## src/hw/rtl/icc_pkg.sv

```systemverilog
// ----------------------------------------------------------------------------
// icc_pkg: shared types, codes and command table for the IRC command classifier
// Holds the parse phase type, the message kind codes and the token matcher.
// ----------------------------------------------------------------------------
package icc_pkg;

  // Command token storage
  localparam int TOKEN_MAX = 7;
  localparam int NUM_WORDS = 20;

  typedef logic [TOKEN_MAX-1:0][7:0] token_t;
  typedef logic [3:0]                token_len_t;
  typedef logic [4:0]                kind_t;

  // Parse phase, one-hot
  typedef enum logic [3:0] {
    PH_FIRST  = 4'b0001,
    PH_PREFIX = 4'b0010,
    PH_CMD    = 4'b0100,
    PH_DONE   = 4'b1000
  } phase_t;

  // Delimiters
  localparam logic [7:0] CHAR_COLON = 8'h3A;
  localparam logic [7:0] CHAR_SPACE = 8'h20;
  localparam logic [7:0] CHAR_NUL   = 8'h00;
  localparam logic [7:0] CHAR_LOW_A = 8'h61;
  localparam logic [7:0] CHAR_LOW_Z = 8'h7A;
  localparam logic [7:0] CASE_BIT   = 8'h20;

  // Message kind codes
  localparam kind_t KIND_INVALID     = 5'd0;
  localparam kind_t KIND_UNKNOWN     = 5'd1;
  localparam kind_t KIND_PRIVMSG     = 5'd2;
  localparam kind_t KIND_NOTICE      = 5'd3;
  localparam kind_t KIND_MODE        = 5'd4;
  localparam kind_t KIND_JOIN        = 5'd5;
  localparam kind_t KIND_PART        = 5'd6;
  localparam kind_t KIND_PING        = 5'd7;
  localparam kind_t KIND_PONG        = 5'd8;
  localparam kind_t KIND_NICK        = 5'd9;
  localparam kind_t KIND_QUIT        = 5'd10;
  localparam kind_t KIND_KICK        = 5'd11;
  localparam kind_t KIND_KILL        = 5'd12;
  localparam kind_t KIND_INVITE      = 5'd13;
  localparam kind_t KIND_TOPIC       = 5'd14;
  localparam kind_t KIND_TOPIC_ORIG  = 5'd15;
  localparam kind_t KIND_WHO         = 5'd16;
  localparam kind_t KIND_NAMES       = 5'd17;
  localparam kind_t KIND_CHANMODE1   = 5'd18;
  localparam kind_t KIND_CHANMODE2   = 5'd19;

  // Command table. Strings are right-justified: character i of a word of
  // length L sits in byte L-1-i.
  localparam token_t WORD_TEXT [NUM_WORDS] = '{
    56'("PRIVMSG"), 56'("NOTICE"), 56'("MODE"), 56'("JOIN"),
    56'("PART"), 56'("PING"), 56'("PONG"), 56'("NICK"),
    56'("QUIT"), 56'("KICK"), 56'("KILL"), 56'("INVITE"),
    56'("332"), 56'("TOPIC"), 56'("333"), 56'("352"),
    56'("353"), 56'("NAMES"), 56'("324"), 56'("329")
  };

  localparam token_len_t WORD_LEN [NUM_WORDS] = '{
    4'd7, 4'd6, 4'd4, 4'd4, 4'd4, 4'd4, 4'd4, 4'd4, 4'd4, 4'd4,
    4'd4, 4'd6, 4'd3, 4'd5, 4'd3, 4'd3, 4'd3, 4'd5, 4'd3, 4'd3
  };

  localparam kind_t WORD_KIND [NUM_WORDS] = '{
    KIND_PRIVMSG, KIND_NOTICE, KIND_MODE, KIND_JOIN, KIND_PART,
    KIND_PING, KIND_PONG, KIND_NICK, KIND_QUIT, KIND_KICK,
    KIND_KILL, KIND_INVITE, KIND_TOPIC, KIND_TOPIC, KIND_TOPIC_ORIG,
    KIND_WHO, KIND_NAMES, KIND_NAMES, KIND_CHANMODE1, KIND_CHANMODE2
  };

  // Fold ASCII a-z to upper case, other bytes pass unchanged
  function automatic logic [7:0] fold_upper(input logic [7:0] c);
    if (c >= CHAR_LOW_A && c <= CHAR_LOW_Z) begin
      return c & ~CASE_BIT;
    end
    return c;
  endfunction

  // Match a token against the table; first hit in table order wins.
  // Only entries below len are compared, so unwritten entries never matter.
  function automatic kind_t classify_token(input token_t tok, input token_len_t len);
    kind_t kind;
    logic  hit;
    logic  same;
    kind = KIND_UNKNOWN;
    hit  = 1'b0;
    if (len <= token_len_t'(TOKEN_MAX)) begin
      for (int w = 0; w < NUM_WORDS; w++) begin
        same = (WORD_LEN[w] == len);
        for (int i = 0; i < TOKEN_MAX; i++) begin
          if (token_len_t'(i) < WORD_LEN[w]) begin
            if (tok[3'(i)] != WORD_TEXT[w][3'(int'(WORD_LEN[w]) - 1 - i)]) begin
              same = 1'b0;
            end
          end
        end
        if (same && !hit) begin
          kind = WORD_KIND[w];
          hit  = 1'b1;
        end
      end
    end
    return kind;
  endfunction

endpackage

```

## src/hw/rtl/irc_command_classifier.sv

```systemverilog
// ----------------------------------------------------------------------------
// irc_command_classifier: per-byte IRC line parser giving one message kind
// Tracks the line phase, keeps the upper-cased command token and classifies
// the line when its last byte is taken in.
// ----------------------------------------------------------------------------
//
//  channel | handshake               | payload              | items
//  --------+-------------------------+----------------------+------------------
//  line    | line_valid / line_ready | line_byte, line_end  | one byte per item
//  kind    | kind_valid / kind_ready | msg_kind             | one per line end
//
//  One byte is taken every cycle while line_ready is high; the kind for a line
//  enters the output register in the cycle after its last byte is accepted.
//  The classify path is one pass of byte compares against the command table
//  between the parser state and the output register. line_ready drops only
//  while a finished kind waits and kind_ready is low. Reset (rst, synchronous)
//  returns the parser to the first-byte phase and empties the output register.
//
module irc_command_classifier (
  input  logic       clk,
  input  logic       rst,
  input  logic       line_valid,
  output logic       line_ready,
  input  logic [7:0] line_byte,
  input  logic       line_end,
  output logic       kind_valid,
  input  logic       kind_ready,
  output logic [4:0] msg_kind
);

  icc_pkg::phase_t     phase, phase_next;
  icc_pkg::token_t     token, token_next;
  icc_pkg::token_len_t token_length, token_length_next;
  logic                line_invalid, line_invalid_next;
  icc_pkg::kind_t      kind_next;
  logic                accept;

  assign line_ready = !kind_valid || kind_ready;
  assign accept     = line_valid && line_ready;

  // Parser step for the byte on the input
  always_comb begin
    phase_next        = phase;
    token_next        = token;
    token_length_next = token_length;
    line_invalid_next = line_invalid;
    case (phase)
      icc_pkg::PH_FIRST: begin
        if (line_byte == icc_pkg::CHAR_COLON) begin
          phase_next = icc_pkg::PH_PREFIX;
        end else begin
          line_invalid_next = 1'b1;
          phase_next        = icc_pkg::PH_DONE;
        end
      end
      icc_pkg::PH_PREFIX: begin
        if (line_byte == icc_pkg::CHAR_SPACE) begin
          phase_next = icc_pkg::PH_CMD;
        end else if (line_byte == icc_pkg::CHAR_NUL) begin
          line_invalid_next = 1'b1;
          phase_next        = icc_pkg::PH_DONE;
        end
      end
      icc_pkg::PH_CMD: begin
        if (line_byte == icc_pkg::CHAR_SPACE || line_byte == icc_pkg::CHAR_NUL) begin
          phase_next = icc_pkg::PH_DONE;
        end else begin
          // store up to seven chars, count saturates at eight
          if (token_length < icc_pkg::token_len_t'(icc_pkg::TOKEN_MAX)) begin
            token_next[token_length[2:0]] = icc_pkg::fold_upper(line_byte);
          end
          if (token_length <= icc_pkg::token_len_t'(icc_pkg::TOKEN_MAX)) begin
            token_length_next = token_length + 4'd1;
          end
        end
      end
      default: begin
      end
    endcase
  end

  // Kind of the line if this byte ends it
  always_comb begin
    if (line_invalid_next || phase_next == icc_pkg::PH_FIRST ||
        phase_next == icc_pkg::PH_PREFIX) begin
      kind_next = icc_pkg::KIND_INVALID;
    end else begin
      kind_next = icc_pkg::classify_token(token_next, token_length_next);
    end
  end

  // Parser control state; a line end starts a new line
  always_ff @(posedge clk) begin
    if (rst) begin
      phase        <= icc_pkg::PH_FIRST;
      token_length <= '0;
      line_invalid <= 1'b0;
    end else if (accept) begin
      if (line_end) begin
        phase        <= icc_pkg::PH_FIRST;
        token_length <= '0;
        line_invalid <= 1'b0;
      end else begin
        phase        <= phase_next;
        token_length <= token_length_next;
        line_invalid <= line_invalid_next;
      end
    end
  end

  // Token characters, no reset
  always_ff @(posedge clk) begin
    if (accept && !line_end) begin
      token <= token_next;
    end
  end

  // Output register
  always_ff @(posedge clk) begin
    if (rst) begin
      kind_valid <= 1'b0;
    end else if (accept && line_end) begin
      kind_valid <= 1'b1;
    end else if (kind_ready) begin
      kind_valid <= 1'b0;
    end
  end

  always_ff @(posedge clk) begin
    if (accept && line_end) begin
      msg_kind <= kind_next;
    end
  end

  // Checks
  a_kind_follows_end: assert property (@(posedge clk) disable iff (rst)
    accept && line_end |=> kind_valid)
    else $error("kind missing after line end");

  a_bad_first_byte: assert property (@(posedge clk) disable iff (rst)
    accept && line_end && phase == icc_pkg::PH_FIRST &&
    line_byte != icc_pkg::CHAR_COLON |=> msg_kind == icc_pkg::KIND_INVALID)
    else $error("line without colon not invalid");

  a_kind_range: assert property (@(posedge clk) disable iff (rst)
    kind_valid |-> msg_kind <= icc_pkg::KIND_CHANMODE2)
    else $error("kind out of range");

  a_new_line: assert property (@(posedge clk) disable iff (rst)
    accept && line_end |=> phase == icc_pkg::PH_FIRST && token_length == '0 &&
    !line_invalid)
    else $error("parser not cleared after line end");

endmodule

```

## config.mk

```make
export PLATFORM = sky130hd
export DESIGN_NAME = irc_command_classifier
export DESIGN_NICKNAME = d
export VERILOG_FILES = /design/src/hw/rtl/icc_pkg.sv /design/src/hw/rtl/irc_command_classifier.sv
export SDC_FILE = /design/constraint.sdc
export NUM_CORES = 1
export LEC_CHECK = 0
export BUFFER_PORTS_ARGS = -buffer_cell sky130_fd_sc_hd__buf_4
export CAP_MARGIN = 5
export CORE_UTILIZATION = 57
export CTS_BUF_LIST = sky130_fd_sc_hd__clkbuf_4 sky130_fd_sc_hd__clkbuf_8 sky130_fd_sc_hd__clkbuf_16
export DETAILED_ROUTE_END_ITERATION = 8
export PLACE_DENSITY = 0.86
export SYNTH_ARGS = -nofsm -noshare
export SYNTH_HDL_FRONTEND = slang
export SYNTH_SLANG_ARGS = --single-unit
```

## constraint.sdc

```tcl
create_clock -name clk -period 4.1 [get_ports clk]
set_clock_uncertainty 0.2 [all_clocks]
set_input_delay 0.41 -clock clk [delete_from_list [all_inputs] [get_ports clk]]
set_output_delay 0.41 -clock clk [all_outputs]
set_load 0.02 [all_outputs]
```

Word level (Yosys, flattened, before mapping)
Cells that the tools add are included.
{ "op_classes": {"bitwise_logic": 2, "mux": 209, "n_addsub": 1, "n_lt_le_gt_ge": 7, "eq_ne": 51, "reduce_logical": 54} }
{ "ops": {"columns": ["op", "count"], "rows": [
  ["8-bit by 7-bit != test with 1-bit output (second input constant)", 28],
  ["1-bit two-way mux", 167],
  ["32-bit two-way mux", 3],
  ["5-bit two-way mux", 19],
  ["8-bit by 6-bit != test with 1-bit output (second input constant)", 8],
  ["56-bit bitwise mux", 1],
  ["8-bit two-way mux", 6],
  ["4-bit two-way mux", 9],
  ["8-bit demux with 3-bit select", 1],
  ["1-bit logical AND", 24],
  ["8-bit != test (second input constant)", 3],
  ["1-bit logical NOT", 21],
  ["3-bit by 4-bit == test with 1-bit output (first input constant)", 4],
  ["8-bit by 6-bit == test with 1-bit output (second input constant)", 2],
  ["4-bit one-hot mux with 3 select lines", 1],
  ["4-bit by 1-bit == test with 1-bit output (second input constant)", 2],
  ["4-bit by 2-bit == test with 1-bit output (second input constant)", 2],
  ["8-bit by 7-bit >= comparator with 1-bit output (second input constant)", 1],
  ["4-bit by 3-bit less-or-equal comparator with 1-bit output (second input constant)", 2],
  ["8-bit by 7-bit less-or-equal comparator with 1-bit output (second input constant)", 1],
  ["8-bit logical NOT", 1],
  ["7-bit OR reduction", 1],
  ["4-bit by 1-bit adder with 4-bit output (second input constant)", 1],
  ["2-bit by 4-bit == test with 1-bit output (first input constant)", 1],
  ["11 further kinds", 15]
]} }
{ "word_totals": {"ff_bits": 71, "input_bits": 13, "out_inout_bits": 7, "elab_cells": 338} }

Longest topological paths before layout
Gate-level depths: netlist of the first run.
{ "depth": {"word_depth": 118, "ltp_mapped": 12, "depth_no_buf": 9} }

Worst setup path after synthesis of the first run
No wires, ideal clock.
{ "synth_path": {"path_kind": "register to register", "from": "register phase[0]", "to": "register msg_kind[3] (data pin)", "setup_time_ns": 0.158, "t_required_ns": 3.742, "arrival_time_ns": 2.897, "path_stages_with_launch": 10, "path_slack_ns": 0.845, "synth_period_minus_slack_ns": 3.255, "n_path_buf": 1, "cell_sequence": "dfxtp_1 or4b_4 buf_6 a211oi_2 mux2i_1 o211ai_1 or4_1 nor4_1 nor3_1 a211oi_2"} }
{ "synth_via": {"elab_chain_len": 105, "elab_cells_between_ends": 268, "classes_between": "order compare: 1; eq/ne: 49; mux: 176; bitwise: 1; reduce/logical: 41"} }
{ "synth_lines": {"columns": ["item", "line_no", "source"], "rows": [
  ["from (decl)", "irc_command_classifier.sv:31", "icc_pkg::phase_t phase, phase_next;"],
  ["from (signal assigned)", "irc_command_classifier.sv:95", "phase <= icc_pkg::PH_FIRST;"],
  ["from (signal assigned)", "irc_command_classifier.sv:100", "phase <= icc_pkg::PH_FIRST;"],
  ["from (signal assigned)", "irc_command_classifier.sv:104", "phase <= phase_next;"],
  ["4-bit by 3-bit == test with 1-bit output", "irc_command_classifier.sv:47", "case (phase)"],
  ["32-bit two-way mux / 4-bit two-way mux (equally long branches)", "irc_command_classifier.sv:47", null],
  ["8-bit != test / 3-bit by 4-bit == test with 1-bit output (equally long branches)", "icc_pkg.sv:96, icc_pkg.sv:93", null],
  ["1-bit two-way mux (4 in series)", "icc_pkg.sv:96", "if (tok[3'(i)] != WORD_TEXT[w][3'(int'(WORD_LEN[w]) - 1 - i)]) begin"],
  ["1-bit two-way mux", "icc_pkg.sv:91", "if (len <= token_len_t'(TOKEN_MAX)) begin"],
  ["1-bit two-way mux", "irc_command_classifier.sv:84", "if (line_invalid_next || phase_next == icc_pkg::PH_FIRST ||"],
  ["1-bit two-way mux", "icc_pkg.sv:101", "if (same && !hit) begin"],
  ["1-bit two-way mux", "icc_pkg.sv:91", null],
  ["(+86 left out)", null, null],
  ["1-bit logical NOT", "icc_pkg.sv:101", null],
  ["1-bit logical AND", "icc_pkg.sv:101", null],
  ["1-bit two-way mux", "icc_pkg.sv:101", null],
  ["1-bit two-way mux", "icc_pkg.sv:91", null],
  ["1-bit two-way mux", "irc_command_classifier.sv:84", null],
  ["1-bit logical NOT", "icc_pkg.sv:101", null],
  ["1-bit logical AND", "icc_pkg.sv:101", null],
  ["7-bit OR reduction (no line)", null, null],
  ["to (signal assigned)", "irc_command_classifier.sv:131", "msg_kind <= kind_next;"],
  ["to (decl)", "irc_command_classifier.sv:28", "output logic [4:0] msg_kind"]
]} }
Several ways; a longest one is shown, not always the timed one. The select of a mux whose other input is x is not followed.
A chain may end at the register's enable or synchronous reset.

==> results.md, run 1 <==
* Total grt overflow at 0
* Levels on crit path at 7
* # DRC at 0
* Effective utilization at floorplan at 0.5901
* Clk buf depth at 2
* 1st-iter DRT viols at 461
* HP Class: in -> reg
* Slew Viols, Final at 0
* Synth Flop Type: edfxtp_1
* Delay-heaviest family, CP: simple AND/OR/NAND/NOR gates
* Core area at roughly 0.0063 mm²
* First-pass GRT wire length at between 15 and 20 mm
* Core Rows at 29
* CTS tree: yes
* Status: complete, no violations
* Worst-Margin Slew at between 800 and 900 ps
* Power Internal at approximately 710 µW
* Hold slack at approximately 110 ps
* 1st-pass router iterations at 5
* Total GRT Usage at 0.3046
* Met3 WL at between 1 and 1.5 mm
* Setup-failing EPs final at 0
* CTS Buf Count at 5
* Wirelength per Cell at ~20 µm
* M1 WL at 4.316 mm
* CP bufs+invs at 0
* Setup bufs post-CTS at 0
* DIE WIDTH at a little over 80 µm
* Relative slew slack at 0.4112
* Via count at around 3.6k
* Die height at slightly above 80 µm
* Final hold vios at 0
* PwrDens at between 200 and 250 mW/mm²
* VDD IR max at about 0.22 mV
* RSZ-0062 raised after global routing: false
* N_diodes at 0
* Post-synth ARST share at 0
* Hold buffers post-CTS at 0
* Comb power frac at 0.144
* R2r setup slk at roughly 240 ps
* CP max stage cell: a2111oi_4
* DIE AREA at 0.006902 mm²
* Initial antenna violation count at 0
* Worst Path Class, Setup: reg -> reg
* Pre-CTS setup slack at approximately 330 ps
* CP Launch Type: flop
* Io pins at 20
* Routed wl met2 at about 4.6 mm
* Hpwl dp at 7.585 mm
* Layout cells sized above 1 at 0.1636
* Crit path arrival time at between 3000 and 4000 ps
* Seq cells post-synth at 47
* Clock-pin slew on the worst setup and hold paths at about 90 ps
* Total net switching power at around 280 µW
* Mapped Cells at 436
* Net Count, Synth at 450
* Remaining antenna violation count at 0
* H-tree depth at 2
* Static Leak at roughly 1.3 nW
* Clock root buffer: clkbuf_8
* Vias in the first global route at roughly 3.3k
* Worst hold stages at 2
* Post-synthesis area per instance at ~8.6 µm²
* Warnings, synthesis at 0
* Cells on worst reg2reg path at 7
* Final wirelength at 10.32 mm
* Max Freq at roughly 0.26 GHz
* CP max FO at 14
* Slowest stage delay, CP at roughly 840 ps
* Maxcap violations at 0
* Post-synth EDFFs at 37
* Mapped cell area at 0.003747 mm²
* Flop pwr share at 0.563
* Final net count at approximately 450
* Routability cong. at 1.007
* Yosys cell types at approximately 70
* CP Cell Sequence: or4b_4, a2111oi_4, mux2_2, or4_1, nor4_1, nor3_1, a211oi_2
* TNS Setup at 0 ps
* Clock network fraction of design power at 0.294
* Area Overhead vs Synth at 6.811%
* CP endpoint kind: flop
* IO buf count at 19
* Sequential share of the synthesized area at 0.3499
* Top routing layer used: met4
* Num Clock Sinks at between 40 and 50
* Fin crit period at 3860 ps
* Post-cts sizing count at 0
* Switching share of power at 0.2844
* Tcrit/Tclk final at 0.9415
* Final worst slack at ~240 ps
* Skew-Pair Late Insertion Delay at 310 ps
* Critical path required time at just over 4000 ps
* Vias per cell at 6.963
* Power Total at a little under 1 mW
* Largest net degree at the start of global routing at 36
-- layout by cell type (no fill, tap or decap), drive strengths merged, types with 4 or more instances in the layout --
cell type and count:
a211oi 9, a21o 4, a21oi 22, a22oi 4
a31oi 5, and2 4, buf 27, clkbuf 5
dfxtp 10, edfxtp 37, inv 11, mux2 19
mux2i 9, nand2 57, nand2b 10, nand3 9
nand3b 9, nand4 10, nand4b 6, nor2 42
nor2b 4, nor3 21, nor3b 6, nor4 7
nor4bb 4, o2111ai 6, o21ai 25, or3 6
-- state kept, by name, summed over array words and instances (netlist names) --
register / flops
line_invalid: 1
token: 32
token_length: 4
phase: 4
kind_valid: 1
msg_kind: 5
-- final timing paths --
check / startpoint / end
max: phase[0] / msg_kind[3]
min: rst / token_length[2]
max reg2reg: phase[0] / msg_kind[3]
min reg2reg: line_invalid / line_invalid
-- metal layers --
layer,vias up,global-route usage
li1,1661,-
met1,1684,0.4127
met2,213,0.4560
met3,42,0.08151
met4,0,0.1364
met5,-,0
-- worst register-to-register path, delay by kind of cell (launching register included) --
family	cells	cell delay [ps]
DFF	1	390
AOI/OAI and AO/OA	2	1030
and+or+nand+nor	4	1620
muxes	1	450
-- power groups by stage --
stage               logic [mW]  registers [mW]  clock network [mW]
floorplan               0.0950           0.562                   0
global placement         0.136           0.564                   0
detailed placement       0.139           0.566                   0
CTS                      0.139           0.555               0.298
global route             0.155           0.558               0.308
finish                   0.142           0.556               0.290
-- kinds of logic (layout without fill, tap and decap cells) --
kind of cell / after synthesis / in the layout / synth area share
mux: 28 / 28 / 0.08114
flops: 47 / 47 / 0.3499
simple gates: 218 / 218 / 0.3272
compound gates: 99 / 99 / 0.1893
xor+xnor: 1 / 1 / 0.002338
fa+ha+maj: 1 / 1 / 0.003338
buf+inv: 42 / 46 / 0.04675
-- cell type report --
| type | instances | area, µm² |
|---|---|---|
| fill | 543 | 2347 |
| multi-input combinational | 347 | 2263 |
| sequential | 47 | 1311 |
| timing repair buffer | 27 | 202.7 |
| tap | 77 | 96.34 |
| clock buffer | 5 | 68.82 |
| inverter | 11 | 41.29 |
| clock inverter | 3 | 18.77 |
-- stage by stage --
stage | instance area (µm²) | instances | util
after global placement | 3915 | 509 | 0.6166
after global routing | 4003 | 517 | 0.6303
after CTS | 4003 | 517 | 0.6303
after detailed placement | 3915 | 509 | 0.6166
after floorplan | 3747 | 436 | -
final | 4003 | 517 | 0.6303
-- synthesized netlist by cell type (3+ instances only) --
cell,n,area [µm²]
nand2_1,56,210.2
nor2_1,42,157.7
edfxtp_1,37,1111
clkbuf_1,25,93.84
o21ai_0,24,120.1
a21oi_1,22,110.1
nor3_1,20,100.1
mux2_2,19,214.0
dfxtp_1,10,200.2
inv_1,10,37.54
nand2b_1,10,62.56
nand4_1,10,62.56
mux2i_1,9,90.09
nand3_1,9,45.04
nand3b_1,9,67.56
a211oi_1,6,45.04
nand4b_1,6,52.55
nor3b_1,6,45.04
o2111ai_1,6,52.55
or3_1,6,37.54
a31oi_1,5,31.28
nor4_1,5,31.28
a21o_1,4,30.03
a22oi_1,4,30.03
and2_1,4,25.02
nor2b_1,4,25.02
nor4bb_1,4,40.04
a211oi_2,3,37.54
and3_1,3,18.77
and4_1,3,26.28
o2111a_1,3,33.78
o211ai_1,3,22.52
o31ai_1,3,22.52
Power figures use the tool's default switching activity.
==> inputs of run 2 (changes only) <==
--- a/config.mk
+++ b/config.mk
@@ -7,6 +7,7 @@
 export LEC_CHECK = 0
 export BUFFER_PORTS_ARGS = -buffer_cell sky130_fd_sc_hd__buf_4
 export CAP_MARGIN = 5
+export CORE_MARGIN = 3
 export CORE_UTILIZATION = 57
 export CTS_BUF_LIST = sky130_fd_sc_hd__clkbuf_4 sky130_fd_sc_hd__clkbuf_8 sky130_fd_sc_hd__clkbuf_16
 export DETAILED_ROUTE_END_ITERATION = 8
==> results.md, run 2 (synthesis gave the netlist of run 1 again) <==
* Commonest non-fill, non-tap cells in the layout: nand2_1, nor2_1, edfxtp_1
* Total GRT Usage at 0.2878
* H-tree depth at 2
* Hpwl dp at 7.713 mm
* Fin crit period at approximately 3800 ps
* First-pass GRT wire length at roughly 17 mm
* Critical path required time at roughly 4000 ps
* Core Rows at 28
* Relative slew slack at 0.4023
* CP max stage cell: a2111oi_4
* Routability cong. at 1.122
* Crit path arrival time at 3720 ps
* Via count at approximately 3.5k
* Slowest stage delay, CP at approximately 850 ps
* Vias per cell at 6.837
* IO buf count at 19
* Final net count at between 400 and 500
* CP max FO at 14
* Fillers at roughly 530
* PwrDens at about 250 mW/mm²
* Commonest non-fill, non-tap cell in the layout: nand2_1
* Non-Filler Instances at between 500 and 600
* Slew Viols, Final at 0
* Wirelength per Cell at between 20 and 25 µm
* Io pins at 20
* Effective utilization at floorplan at 0.6112
* Die height at roughly 87 µm
* TNS Setup at 0 ps
* Static Leak at between 1 and 1.5 nW
* Num Clock Sinks at between 40 and 50
* Remaining antenna violation count at 0
* CP endpoint kind: flop
* CP Cell Sequence: or4b_4, a2111oi_4, mux2_2, or4_1, nor4_1, nor3_1, a211oi_2
* Delay-heaviest family, CP: simple AND/OR/NAND/NOR gates
* Final wirelength at 10.48 mm
* RSZ-0062 raised after global routing: false
* Skew-Pair Late Insertion Delay at just over 300 ps
* Clock root buffer: clkbuf_8
* VDD IR max at between 0.15 and 0.2 mV
* Clock-pin slew on the worst setup and hold paths at 90 ps
* # DRC at 0
* DIE AREA at between 0.007 and 0.008 mm²
* Biggest register: token
* Status: complete, no violations
* Clk buf depth at 2
* Largest net degree at the start of global routing at 36
* Final hold vios at 0
* CP Launch Type: flop
* Hold buffers post-CTS at 0
* N_diodes at 0
* Setup bufs post-CTS at 0
* HP Class: in -> reg
* Placed cells at approximately 510
* Worst Path Class, Setup: reg -> reg
* Layout cells sized above 1 at 0.1636
* CTS tree: yes
* Max reg flops at 32
* Tcrit/Tclk final at 0.9171
* Core area at between 0.006 and 0.007 mm²
* Area Overhead vs Synth at 6.778%
* CP bufs+invs at 0
* Vias in the first global route at approximately 3.2k
* Worst-Margin Slew at between 800 and 900 ps
* Maxcap violations at 0
* 1st-iter DRT viols at 393
* Setup-failing EPs final at 0
* CTS Buf Count at 5
* Max Freq at 0.2660 GHz
* 1st-pass router iterations at 5
* Initial antenna violation count at 0
* DIE WIDTH at just under 90 µm
* Total grt overflow at 0
* Largest registers: token (32), msg_kind (5)
* Post-cts sizing count at 0
-- run 2: changes by cell type in the layout (fill, tap and decap cells not counted), sizes merged --
| cell | delta |
|---|---|
| clkinv | -1 |
| clkbuf | +1 |
| inv | -1 |
| clkinvlp | +1 |
-- run 2: through the flow --
step	setup slack, ps	power [mW]	instance area, µm²	util	hold slack [ps]
after global placement	445.8	0.6987	3913	0.6382	258.2
after detailed placement	370.5	0.7049	3913	0.6382	273.2
after global routing	162.5	1.028	4001	0.6527	110.0
after CTS	336.0	0.9859	4001	0.6527	106.5
after floorplan	844.9	0.6568	3747	-	241.0
final	340.0	0.9852	4001	0.6527	109.9
-- run 2: worst reg2reg max path: cells and delay by family, from the launching register on --
kind             cells  cell delay (ps)
AND/OR/NAND/NOR      4             1550
AO/OA/AOI/OAI        2             1030
multiplexers         1              450
flip-flops           1              390
-- run 2: final timing paths --
kind	from	endpoint	slack [ps]	cells after the start
hold reg to reg	line_invalid	line_invalid	300	2
hold / removal	rst	kind_valid	110	2
setup reg to reg	phase[0]	msg_kind[3]	340	7
setup / recovery	phase[0]	msg_kind[3]	340	7
-- run 2: layout make-up --
cell class	count	area (µm²)	share of cell area
clock buffer	6	76.32	0.01907
tap	75	93.84	0.02345
timing repair buffer	27	202.7	0.05066
multi-input combinational	347	2263	0.5657
sequential	47	1311	0.3277
inverter	11	41.29	0.01032
clock inverter	2	12.51	0.003127
-- run 2: power breakdown --
part / switching [mW] / internal, mW
logic: 0.0913 / 0.0511
registers: 0.0190 / 0.536
clock network: 0.163 / 0.126
-- run 2: per-layer routing --
layer,share of wire,vias up,global-route usage
met3,0.095,52,0.07190
met1,0.41,1636,0.3788
met4,0.045,0,0.1275
li1,-,1662,-
met5,0,-,0.02797
met2,0.45,171,0.4431
